## config.mk

```make
export PLATFORM = sky130hd
export DESIGN_NAME = tagged_hex_record_encoder_core
export DESIGN_NICKNAME = d
export VERILOG_FILES = /design/src/hdl/thre_pkg.sv /design/src/hdl/tagged_hex_record_encoder_core.sv /design/src/hdl/thre_fifo.sv /design/src/hdl/thre_front.sv /design/src/hdl/thre_back.sv
export SDC_FILE = /design/constraint.sdc
export NUM_CORES = 1
export LEC_CHECK = 0
export BUFFER_PORTS_ARGS = -buffer_cell sky130_fd_sc_hd__buf_4
export CAP_MARGIN = 10
export CORE_AREA = 4 4 194 196
export CTS_BUF_LIST = sky130_fd_sc_hd__clkbuf_2
export CTS_CLUSTER_DIAMETER = 30
export DETAILED_ROUTE_END_ITERATION = 10
export DIE_AREA = 0 0 198 200
export GPL_TIMING_DRIVEN = 0
export HOLD_SLACK_MARGIN = 0.05
export PLACE_DENSITY = 0.62
export SKIP_LAST_GASP = 1
export SYNTH_ARGS = -nofsm -noshare
export SYNTH_HDL_FRONTEND = slang
export SYNTH_HIERARCHICAL = 1
export SYNTH_SLANG_ARGS = --single-unit
```

## constraint.sdc

```tcl
create_clock -name clock -period 13.1 [get_ports clock]
set_input_delay 3.93 -clock clock [delete_from_list [all_inputs] [get_ports clock]]
set_output_delay 3.93 -clock clock [all_outputs]
set_load 0.02 [all_outputs]
```

## src/hdl/thre_pkg.sv

```systemverilog
// shared types, character codes and helpers for the tagged hex record encoder
// no dependencies; every other file of the block refers to it by scoped names
package thre_pkg;

   localparam int unsigned QUEUE_DEPTH = 4;

   localparam logic [7:0] LINE_LIMIT_RESET = 8'd74;
   localparam logic [7:0] LINE_LIMIT_MIN   = 8'd5;
   localparam logic [8:0] NEED_TAG5        = 9'd5;
   localparam logic [8:0] NEED_TAG3        = 9'd3;

   localparam logic       CSR_LINE_LIMIT    = 1'b0;
   localparam logic       CSR_FOOTER_ENABLE = 1'b1;

   localparam logic       MODE_DATA   = 1'b0;
   localparam logic       MODE_FINISH = 1'b1;

   localparam logic [7:0] CH_CLOSE  = 8'h37;  // '7'
   localparam logic [7:0] CH_END    = 8'h46;  // 'F'
   localparam logic [7:0] CH_ADDR   = 8'h39;  // '9'
   localparam logic [7:0] CH_PAIR   = 8'h42;  // 'B'
   localparam logic [7:0] CH_SINGLE = 8'h2A;  // '*'
   localparam logic [7:0] CH_FOOTER = 8'h3A;  // ':'
   localparam logic [7:0] CH_LF     = 8'h0A;
   localparam logic [7:0] CH_NONE   = 8'h00;

   // one step of work for the back end, segments in output order
   typedef struct packed {
      logic        close1;     // close line before address tag
      logic        addr_tag;   // '9' + address
      logic        close2;     // close line before data tag or at finish
      logic        data;       // data tag present
      logic        pair;       // 'B' pair, else '*' single
      logic        footer;     // ':' newline
      logic        err;        // address error marker
      logic [15:0] address;
      logic [7:0]  byte0;
      logic [7:0]  byte1;
   } cmd_type;

   function automatic logic [7:0] hex_char(input logic [3:0] nib);
      logic [7:0] code;
      if (nib < 4'd10) begin
         code = 8'h30 + {4'd0, nib};
      end else begin
         code = 8'h37 + {4'd0, nib};
      end
      return code;
   endfunction

endpackage

```

## src/hdl/tagged_hex_record_encoder_core.sv

```systemverilog
// tagged hex record encoder: data bytes in, tagged ascii text out, one char per beat
// a beat's text passes a queue slot, the back end command register and the result register
// throughput: one character per cycle out of the back end while the result is popped,
//   about 2.5 chars per data byte; the front end takes a beat per cycle until the queue fills
// reset: synchronous active high; line limit 74, footer on, address/column/checksum cleared
// depends on thre_pkg, thre_front, thre_fifo, thre_back
module tagged_hex_record_encoder_core #(
   parameter int unsigned QUEUE_DEPTH = thre_pkg::QUEUE_DEPTH  // commands in flight, 2 or more
) (
   input  logic        clock,
   input  logic        reset,
   // input beats
   input  logic        push,
   output logic        full,
   input  logic        req_mode,
   input  logic [7:0]  req_data_byte,
   input  logic [15:0] req_start_address,
   input  logic        req_first_in_record,
   input  logic        req_last_in_record,
   // result beats
   output logic        empty,
   input  logic        pop,
   output logic [7:0]  rsp_out_char,
   output logic        rsp_last_of_run,
   output logic        rsp_address_error,
   // register writes
   input  logic        csr_write_enable,
   input  logic        csr_index,
   input  logic [7:0]  csr_write_data
);

   // command path from front to back end
   thre_pkg::cmd_type wr_cmd;
   thre_pkg::cmd_type rd_cmd;
   logic              wr_valid;
   logic              q_full;
   logic              rd_valid;
   logic              rd_pop;

   // front end classifies each beat and tracks the column so line breaks are
   // decided before the text is produced
   thre_front u_front (
      .clock               (clock),
      .reset               (reset),
      .push                (push),
      .full                (full),
      .req_mode            (req_mode),
      .req_data_byte       (req_data_byte),
      .req_start_address   (req_start_address),
      .req_first_in_record (req_first_in_record),
      .req_last_in_record  (req_last_in_record),
      .csr_write_enable    (csr_write_enable),
      .csr_index           (csr_index),
      .csr_write_data      (csr_write_data),
      .q_full              (q_full),
      .q_wr_valid          (wr_valid),
      .q_wr_cmd            (wr_cmd)
   );

   // short queue lets the front keep accepting while text drains
   thre_fifo #(
      .DEPTH (QUEUE_DEPTH)
   ) u_fifo (
      .clock    (clock),
      .reset    (reset),
      .wr_valid (wr_valid),
      .wr_cmd   (wr_cmd),
      .full     (q_full),
      .rd_valid (rd_valid),
      .rd_cmd   (rd_cmd),
      .rd_pop   (rd_pop)
   );

   // back end serializes characters and owns the line checksum
   thre_back u_back (
      .clock             (clock),
      .reset             (reset),
      .q_rd_valid        (rd_valid),
      .q_rd_cmd          (rd_cmd),
      .q_rd_pop          (rd_pop),
      .empty             (empty),
      .pop               (pop),
      .rsp_out_char      (rsp_out_char),
      .rsp_last_of_run   (rsp_last_of_run),
      .rsp_address_error (rsp_address_error)
   );

endmodule

```

## src/hdl/thre_fifo.sv

```systemverilog
// short command queue between the front end and the back end
// depends on thre_pkg for the command type
module thre_fifo #(
   parameter int unsigned DEPTH = thre_pkg::QUEUE_DEPTH
) (
   input  logic              clock,
   input  logic              reset,
   input  logic              wr_valid,
   input  thre_pkg::cmd_type wr_cmd,
   output logic              full,
   output logic              rd_valid,
   output thre_pkg::cmd_type rd_cmd,
   input  logic              rd_pop
);

   localparam int unsigned PTR_W = $clog2(DEPTH);
   localparam int unsigned CNT_W = $clog2(DEPTH + 1);
   localparam logic [PTR_W-1:0] PTR_LAST = PTR_W'(DEPTH - 1);
   localparam logic [CNT_W-1:0] CNT_FULL = CNT_W'(DEPTH);

   thre_pkg::cmd_type slot_ff [DEPTH];
   logic [PTR_W-1:0] wr_ptr_ff, wr_ptr_in;
   logic [PTR_W-1:0] rd_ptr_ff, rd_ptr_in;
   logic [CNT_W-1:0] count_ff, count_in;
   logic             do_wr, do_rd;

   assign full     = (count_ff == CNT_FULL);
   assign rd_valid = (count_ff != '0);
   assign rd_cmd   = slot_ff[rd_ptr_ff];
   assign do_wr    = wr_valid && !full;
   assign do_rd    = rd_pop && rd_valid;

   always_comb begin
      wr_ptr_in = wr_ptr_ff;
      rd_ptr_in = rd_ptr_ff;
      count_in  = count_ff;
      if (do_wr) begin
         wr_ptr_in = (wr_ptr_ff == PTR_LAST) ? '0 : wr_ptr_ff + 1'b1;
      end
      if (do_rd) begin
         rd_ptr_in = (rd_ptr_ff == PTR_LAST) ? '0 : rd_ptr_ff + 1'b1;
      end
      if (do_wr && !do_rd) begin
         count_in = count_ff + 1'b1;
      end else if (do_rd && !do_wr) begin
         count_in = count_ff - 1'b1;
      end
   end

   always_ff @(posedge clock) begin
      if (reset) begin
         wr_ptr_ff <= '0;
         rd_ptr_ff <= '0;
         count_ff  <= '0;
      end else begin
         wr_ptr_ff <= wr_ptr_in;
         rd_ptr_ff <= rd_ptr_in;
         count_ff  <= count_in;
      end
   end

   always_ff @(posedge clock) begin
      if (do_wr) begin
         slot_ff[wr_ptr_ff] <= wr_cmd;
      end
   end

endmodule

```

## src/hdl/thre_front.sv

```systemverilog
// front end: accepts input beats, tracks address, pairing and column, and
// turns beats into commands, holding a byte back to pair it; depends on thre_pkg
module thre_front (
   input  logic              clock,
   input  logic              reset,
   input  logic              push,
   output logic              full,
   input  logic              req_mode,
   input  logic [7:0]        req_data_byte,
   input  logic [15:0]       req_start_address,
   input  logic              req_first_in_record,
   input  logic              req_last_in_record,
   input  logic              csr_write_enable,
   input  logic              csr_index,
   input  logic [7:0]        csr_write_data,
   input  logic              q_full,
   output logic              q_wr_valid,
   output thre_pkg::cmd_type q_wr_cmd
);

   logic [7:0]  line_limit_ff;
   logic        footer_enable_ff;
   logic [7:0]  held_byte_ff, held_byte_in;
   logic        holding_ff, holding_in;
   logic [16:0] next_address_ff, next_address_in;
   logic [7:0]  column_ff, column_in;
   logic        accept;
   thre_pkg::cmd_type cmd;

   assign full   = q_full;
   assign accept = push && !q_full;

   always_comb begin
      logic [8:0]  lim;
      logic [8:0]  col;
      logic [16:0] na;
      logic        hold;
      logic        ovf;
      lim  = {1'b0, (line_limit_ff < thre_pkg::LINE_LIMIT_MIN) ?
                    thre_pkg::LINE_LIMIT_MIN : line_limit_ff};
      col  = {1'b0, column_ff};
      na   = next_address_ff;
      hold = holding_ff;
      cmd  = '0;
      held_byte_in = held_byte_ff;
      ovf  = 1'b0;
      if (req_mode == thre_pkg::MODE_FINISH) begin
         hold       = 1'b0;
         cmd.close2 = (column_ff != '0);
         cmd.footer = footer_enable_ff;
         if (cmd.close2 || cmd.footer) begin
            col = '0;
         end
      end else begin
         if (req_first_in_record) begin
            hold = 1'b0;
            if (na != {1'b0, req_start_address}) begin
               na           = {1'b0, req_start_address};
               cmd.addr_tag = 1'b1;
               cmd.address  = req_start_address;
               cmd.close1   = (col + thre_pkg::NEED_TAG5) > lim;
               col          = (cmd.close1 ? 9'd0 : col) + thre_pkg::NEED_TAG5;
            end
         end
         ovf = na[16] || (hold && (na[15:0] == 16'hFFFF));
         if (ovf) begin
            cmd.err = 1'b1;
            if (req_last_in_record && hold) begin
               hold       = 1'b0;
               cmd.data   = 1'b1;
               cmd.byte0  = held_byte_ff;
               cmd.close2 = (col + thre_pkg::NEED_TAG3) > lim;
               col        = (cmd.close2 ? 9'd0 : col) + thre_pkg::NEED_TAG3;
               na         = na + 17'd1;
            end
         end else if (hold) begin
            hold       = 1'b0;
            cmd.data   = 1'b1;
            cmd.pair   = 1'b1;
            cmd.byte0  = held_byte_ff;
            cmd.byte1  = req_data_byte;
            cmd.close2 = (col + thre_pkg::NEED_TAG5) > lim;
            col        = (cmd.close2 ? 9'd0 : col) + thre_pkg::NEED_TAG5;
            na         = na + 17'd2;
         end else if (req_last_in_record) begin
            cmd.data   = 1'b1;
            cmd.byte0  = req_data_byte;
            cmd.close2 = (col + thre_pkg::NEED_TAG3) > lim;
            col        = (cmd.close2 ? 9'd0 : col) + thre_pkg::NEED_TAG3;
            na         = na + 17'd1;
         end else begin
            hold         = 1'b1;
            held_byte_in = req_data_byte;
         end
      end
      column_in       = col[7:0];
      next_address_in = na;
      holding_in      = hold;
   end

   assign q_wr_cmd   = cmd;
   assign q_wr_valid = accept && (cmd.close1 || cmd.addr_tag || cmd.close2 ||
                                  cmd.data || cmd.footer || cmd.err);

   always_ff @(posedge clock) begin
      if (reset) begin
         line_limit_ff    <= thre_pkg::LINE_LIMIT_RESET;
         footer_enable_ff <= 1'b1;
         holding_ff       <= 1'b0;
         next_address_ff  <= '0;
         column_ff        <= '0;
      end else begin
         if (csr_write_enable) begin
            case (csr_index)
               thre_pkg::CSR_LINE_LIMIT: begin
                  line_limit_ff <= csr_write_data;
               end
               thre_pkg::CSR_FOOTER_ENABLE: begin
                  footer_enable_ff <= csr_write_data[0];
               end
               default: begin
               end
            endcase
         end
         if (accept) begin
            holding_ff      <= holding_in;
            next_address_ff <= next_address_in;
            column_ff       <= column_in;
         end
      end
   end

   always_ff @(posedge clock) begin
      if (accept) begin
         held_byte_ff <= held_byte_in;
      end
   end

endmodule

```

## src/hdl/thre_back.sv

```systemverilog
// back end: walks each command segment by segment, one character per cycle while the
// result is popped, keeps the line checksum and drives the result register; depends on thre_pkg
module thre_back (
   input  logic              clock,
   input  logic              reset,
   input  logic              q_rd_valid,
   input  thre_pkg::cmd_type q_rd_cmd,
   output logic              q_rd_pop,
   output logic              empty,
   input  logic              pop,
   output logic [7:0]        rsp_out_char,
   output logic              rsp_last_of_run,
   output logic              rsp_address_error
);

   typedef enum logic [2:0] {
      SEG_CLOSE1 = 3'd0,
      SEG_ADDR   = 3'd1,
      SEG_CLOSE2 = 3'd2,
      SEG_DATA   = 3'd3,
      SEG_FOOTER = 3'd4,
      SEG_ERR    = 3'd5
   } seg_type;

   thre_pkg::cmd_type cmd_ff;
   logic        busy_ff;
   seg_type     seg_ff, seg_in;
   logic [2:0]  idx_ff, idx_in;
   logic [15:0] line_sum_ff;
   logic [15:0] cks_ff;
   logic        out_valid_ff;
   logic [7:0]  out_char_ff;
   logic        out_last_ff;
   logic        out_err_ff;

   logic        advance, seg_done, cmd_done, load;
   logic [7:0]  ch;
   logic        ch_err;
   logic [2:0]  seg_len;
   logic [15:0] word;
   logic [3:0]  nib;
   logic [5:0]  flags_cur, flags_new, rest;
   seg_type     next_seg, first_seg;

   function automatic seg_type lowest(input logic [5:0] v);
      seg_type s;
      s = SEG_ERR;
      for (int i = 5; i >= 0; i--) begin
         if (v[i]) begin
            s = seg_type'(3'(i));
         end
      end
      return s;
   endfunction

   function automatic logic [5:0] seg_flags(input thre_pkg::cmd_type c);
      return {c.err, c.footer, c.data, c.close2, c.addr_tag, c.close1};
   endfunction

   assign flags_cur = seg_flags(cmd_ff);
   assign flags_new = seg_flags(q_rd_cmd);
   assign rest      = flags_cur & 6'(6'b111110 << seg_ff);
   assign next_seg  = lowest(rest);
   assign first_seg = lowest(flags_new);

   // character generation for the current segment and position
   always_comb begin
      word = cks_ff;
      case (seg_ff)
         SEG_ADDR: word = cmd_ff.address;
         SEG_DATA: word = {cmd_ff.byte0, cmd_ff.byte1};
         default:  word = cks_ff;
      endcase
      case (idx_ff)
         3'd1:    nib = word[15:12];
         3'd2:    nib = word[11:8];
         3'd3:    nib = word[7:4];
         default: nib = word[3:0];
      endcase
      ch      = thre_pkg::hex_char(nib);
      ch_err  = 1'b0;
      seg_len = 3'd1;
      case (seg_ff)
         SEG_CLOSE1, SEG_CLOSE2: begin
            seg_len = 3'd7;
            if (idx_ff == 3'd0) begin
               ch = thre_pkg::CH_CLOSE;
            end else if (idx_ff == 3'd5) begin
               ch = thre_pkg::CH_END;
            end else if (idx_ff == 3'd6) begin
               ch = thre_pkg::CH_LF;
            end
         end
         SEG_ADDR: begin
            seg_len = 3'd5;
            if (idx_ff == 3'd0) begin
               ch = thre_pkg::CH_ADDR;
            end
         end
         SEG_DATA: begin
            seg_len = cmd_ff.pair ? 3'd5 : 3'd3;
            if (idx_ff == 3'd0) begin
               ch = cmd_ff.pair ? thre_pkg::CH_PAIR : thre_pkg::CH_SINGLE;
            end
         end
         SEG_FOOTER: begin
            seg_len = 3'd2;
            ch = (idx_ff == 3'd0) ? thre_pkg::CH_FOOTER : thre_pkg::CH_LF;
         end
         SEG_ERR: begin
            seg_len = 3'd1;
            ch      = thre_pkg::CH_NONE;
            ch_err  = 1'b1;
         end
         default: begin
            seg_len = 3'd1;
            ch      = thre_pkg::CH_NONE;
         end
      endcase
   end

   assign advance  = busy_ff && (!out_valid_ff || pop);
   assign seg_done = (idx_ff == seg_len - 3'd1);
   assign cmd_done = seg_done && (rest == '0);
   assign load     = q_rd_valid && (!busy_ff || (advance && cmd_done));
   assign q_rd_pop = load;

   always_comb begin
      seg_in = seg_ff;
      idx_in = idx_ff;
      if (load) begin
         seg_in = first_seg;
         idx_in = '0;
      end else if (advance) begin
         if (!seg_done) begin
            idx_in = idx_ff + 3'd1;
         end else begin
            seg_in = next_seg;
            idx_in = '0;
         end
      end
   end

   always_ff @(posedge clock) begin
      if (reset) begin
         busy_ff      <= 1'b0;
         out_valid_ff <= 1'b0;
         line_sum_ff  <= '0;
         seg_ff       <= SEG_CLOSE1;
         idx_ff       <= '0;
      end else begin
         seg_ff <= seg_in;
         idx_ff <= idx_in;
         if (load) begin
            busy_ff <= 1'b1;
         end else if (advance && cmd_done) begin
            busy_ff <= 1'b0;
         end
         if (advance) begin
            out_valid_ff <= 1'b1;
         end else if (pop) begin
            out_valid_ff <= 1'b0;
         end
         if (advance && !ch_err) begin
            if (ch == thre_pkg::CH_LF) begin
               line_sum_ff <= '0;
            end else begin
               line_sum_ff <= line_sum_ff + {8'd0, ch};
            end
         end
      end
   end

   always_ff @(posedge clock) begin
      if (load) begin
         cmd_ff <= q_rd_cmd;
      end
      if (advance) begin
         out_char_ff <= ch;
         out_last_ff <= cmd_done;
         out_err_ff  <= ch_err;
         // checksum covers the line including the closing '7'
         if ((seg_ff == SEG_CLOSE1 || seg_ff == SEG_CLOSE2) && idx_ff == 3'd0) begin
            cks_ff <= 16'd0 - (line_sum_ff + {8'd0, thre_pkg::CH_CLOSE});
         end
      end
   end

   assign empty             = !out_valid_ff;
   assign rsp_out_char      = out_char_ff;
   assign rsp_last_of_run   = out_last_ff;
   assign rsp_address_error = out_err_ff;

endmodule
```

==> run_results.csv <==
group,metric,value,unit
drt,totalWireLength,43190,um
synthesis,synth_cells,1401,
cts,clk_path_buf_depth,3,
timing,period_minus_slack,9.235,ns
synthesis,syn_area,16030,um2
drt,drc_errors,0,
cts,cts_root_buffer,"clkbuf_2",
power_and_ir_drop,p_int,2028,uW
synthesis,synth-main-ff-cell,"edfxtp_1",
synthesis,synth-async-reset-ratio,0,
floorplanning,die_y,200,um
cells_and_area,final_nets,1639,
global_route,antenna_found_initial,1,
power_and_ir_drop,comb_power_share,0.340,
setup_path,cp_max_fo,10,
floorplanning,die_area,39600,um2
synthesis,yosys_warnings,6,
synthesis,avgSynthCellArea,11.44,um2
place,port_buffers,48,
setup_path,arrival,10.10,ns
cts,cts_buffers,87,
drt,vias,12280,
power_and_ir_drop,power.switching,1143,uW
timing,maxSlewViolCount,0,
timing,finClkSkew,0.05511,ns
cts,cts.sinks,295,
floorplanning,core,36080,um2
timing,period_share,0.7050,
cells_and_area,finish.utilization,0.4989,
setup_path,crit_path_end_kind,"register",
drt,ant_nets,0,
timing,relSlewSlack,0.1614,
setup_path,cp-start-kind,"input port",
synthesis,synth_top_cells_by_area,"edfxtp_1 43%, dfxtp_1 8.5%, mux4_2 5.5%, ha_1 4.1%, nand2_1 2.8%",
global_route,grt_pass1_wl,66730,um
cts,cts_tree,"done",
drt,firstDrtPassIters,5,
power_and_ir_drop,clkPwrFrac,0.241,
power_and_ir_drop,seq_power_share,0.419,
synthesis,synth_nets,1497,
cts,insertion_delay,0.94,ns
synthesis,synthDistinctLibCells,104,
floorplanning,ios,53,
flow_run,maxCapViolCount,0,
status,status,"complete, no violations",
timing,hold_viol,0,
synthesis,ys_seq_elements,295,
place,dp_hpwl,30780,um
power_and_ir_drop,swShare,0.3605,
hold_path,hold_path_class,"register to register",
drt,drt-initial-drc-count,1050,
synthesis,ys_seq_area_frac,0.5102,
drt,wire_per_inst,20.78,um
timing,fmax,0.1083,GHz
cts,cts_setup_buffers,0,
drt,vias_per_cell,5.908,
floorplanning,die_w,198,um
setup_path,crit_slowest_cell,"a31oi_1",
setup_path,required,13.96,ns
power_and_ir_drop,power.density,176.2,nW/um2
floorplanning,rows,70,
setup_path,slowest_delay,0.68,ns
setup_path,critPathKind,"input port to register",
cts,cts_hold_buffers,0,
global_route,grt_pass1_vias,12000,
synthesis,synth-edff-count,227,
global_route,grtUsageTotal,0.2149,
timing,finalSetupViolCount,0,
cts,clkSlewWorstSetupHoldPaths,0.10,ns
timing,tightest_slew,1.245,ns
global_route,grt_max_degree,46,
floorplanning,start_util,0.4442,
synthesis,synth_top_area_cell,"edfxtp_1",
power_and_ir_drop,ir_drop,0.1407,mV
synthesis,synth_top_cell_area_share,0.4253,
cts,post_cts_resized,0,
cells_and_area,drive_gt1_frac,0.2143,
timing,rsz0062_at_grt,"no",
setup_path,reg2reg_slack,4.85,ns
cells_and_area,syn_to_final_growth,12.32,%
power_and_ir_drop,p_leak,0.006471,uW
timing,fin_tns_setup,0,ns
cts,htree_num_levels,3,
global_route,overflow,0,
place,place_congestion,0.9349,
[per-layer routing]
layer | track usage | share of wire | routed length [um]
met4 | 0.08365 | 0.033 | 1424
met2 | 0.3643 | 0.49 | 21260
met1 | 0.2748 | 0.41 | 17900
met5 | 0 | 0 | 0
met3 | 0.04112 | 0.060 | 2611
[area by class of cell]
class                      count  area, um2
buffer                        76      392.9
inverter                      39      165.2
clock inverter                35      306.5
fill                        3351      18080
sequential                   295       8178
clock buffer                 121      605.6
antenna                        1      2.502
multi-input combinational    991       7303
tap                          468      585.6
timing repair buffer          53      462.9
[power by group through the flow]
| stage | clock network, uW | logic [uW] | registers (uW) |
|---|---|---|---|
| 2_1_floorplan | 0 | 770 | 1320 |
| 3_3_place_gp | 0 | 1040 | 1350 |
| 3_5_place_dp | 0 | 1080 | 1350 |
| 4_1_cts | 794 | 1080 | 1330 |
| 5_1_grt | 846 | 1180 | 1340 |
| 6_report | 765 | 1080 | 1330 |
[final timing paths]
check	endpoint	cells past startpoint	startpoint
max	u_fifo/count_ff[2]	25	req_start_address[8]
max reg2reg	u_front/column_ff[4]	37	u_front/column_ff[2]
min	u_front/line_limit_ff[4]	2	u_front/line_limit_ff[4]
min reg2reg	u_front/line_limit_ff[4]	2	u_front/line_limit_ff[4]
[cell usage in the layout, fill, tap and decap left out, types with 11 or more instances in the layout]
master    synthesis  final
clkinv_1          1     13
and2_1           38     38
nand2_1         120    120
clkbuf_2          1    122
a21oi_1          63     63
xnor2_1          38     38
a21o_1           12     12
a31oi_1          20     20
inv_1            34     34
and3_1           16     12
mux4_2           39     39
o21ai_0          64     64
edfxtp_1        227    227
nand3_1          37     37
ha_1             53     53
clkbuf_1         37     37
nor2_1          109    109
clkinv_2          0     11
buf_2            19     19
nor2b_1          15     15
xor2_1           19     19
a211oi_1         32     32
buf_4            10     59
dfxtp_1          68     68
mux2_2           15     15
mux2i_1          31     31
o31ai_1          11     11
a32oi_1          12     12
nand2b_1         12     12
nor3_1           29     29
nand4_1          23     23
[metrics by stage]
step	hold slack [ns]	total power (uW)	instance area, um2	instances	setup WS (ns)
after floorplan	0.4363	2094	16030	1401	4.476
after global placement	0.4492	2397	16970	1917	2.555
after detailed placement	0.4565	2429	17090	1922	2.981
after CTS	0.4675	3208	18000	2078	4.000
after global routing	0.4875	3372	18000	2079	3.631
final	0.4662	3171	18000	2079	3.865
[kinds of logic after synthesis]
| logic type | Yosys count | share of synthesized area |
|---|---|---|
| xor gates and xnor gates | 58 | 0.03216 |
| buffers and inverters | 115 | 0.03482 |
| adders and majority gates | 55 | 0.04387 |
| AOI/OAI and AO/OA | 339 | 0.1515 |
| DFF | 295 | 0.5102 |
| other | 1 | 0.0002340 |
| muxes | 86 | 0.08556 |
| and+or+nand+nor | 452 | 0.1416 |
[sequential cells by signal, summed over array words and instances (netlist names), 3 cells and up, named ones only]
name                     count
u_back/cmd_ff               38
u_back/seg_ff                3
u_back/line_sum_ff          16
u_front/column_ff            8
u_back/idx_ff                3
u_front/next_address_ff     17
u_fifo/count_ff              3
u_back/cks_ff               16
u_front/held_byte_ff         8
u_fifo/slot_ff             156
u_front/line_limit_ff        8
u_back/rsp_out_char          7
[cell usage after synthesis, types with 5 or more instances]
| master | count |
|---|---|
| edfxtp_1 | 227 |
| nand2_1 | 120 |
| nor2_1 | 109 |
| dfxtp_1 | 68 |
| o21ai_0 | 64 |
| a21oi_1 | 63 |
| ha_1 | 53 |
| mux4_2 | 39 |
| and2_1 | 38 |
| xnor2_1 | 38 |
| clkbuf_1 | 37 |
| nand3_1 | 37 |
| inv_1 | 34 |
| a211oi_1 | 32 |
| mux2i_1 | 31 |
| nor3_1 | 29 |
| nand4_1 | 23 |
| a31oi_1 | 20 |
| buf_2 | 19 |
| xor2_1 | 19 |
| and3_1 | 16 |
| mux2_2 | 15 |
| nor2b_1 | 15 |
| a21o_1 | 12 |
| a32oi_1 | 12 |
| nand2b_1 | 12 |
| o31ai_1 | 11 |
| buf_4 | 10 |
| or2_2 | 10 |
| a22o_1 | 9 |
| o211ai_1 | 9 |
| o22ai_1 | 9 |
| o21a_1 | 8 |
| a211o_1 | 7 |
| nand3b_1 | 7 |
| o21bai_1 | 7 |
| or3_1 | 7 |
| buf_6 | 6 |
| o21ai_1 | 6 |
| a22oi_1 | 5 |
| nor4_1 | 5 |
[worst max-delay path, delay by kind of cell]
family / cells / cell delay [ns]
adders and majority gates: 3 / 0.86
AOI/OAI and AO/OA: 4 / 1.47
buffers and inverters: 8 / 2.13
and+or+nand+nor: 7 / 1.17
muxes: 1 / 0.15
xor gates and xnor gates: 2 / 0.37
(Power assumes the default switching activity.)
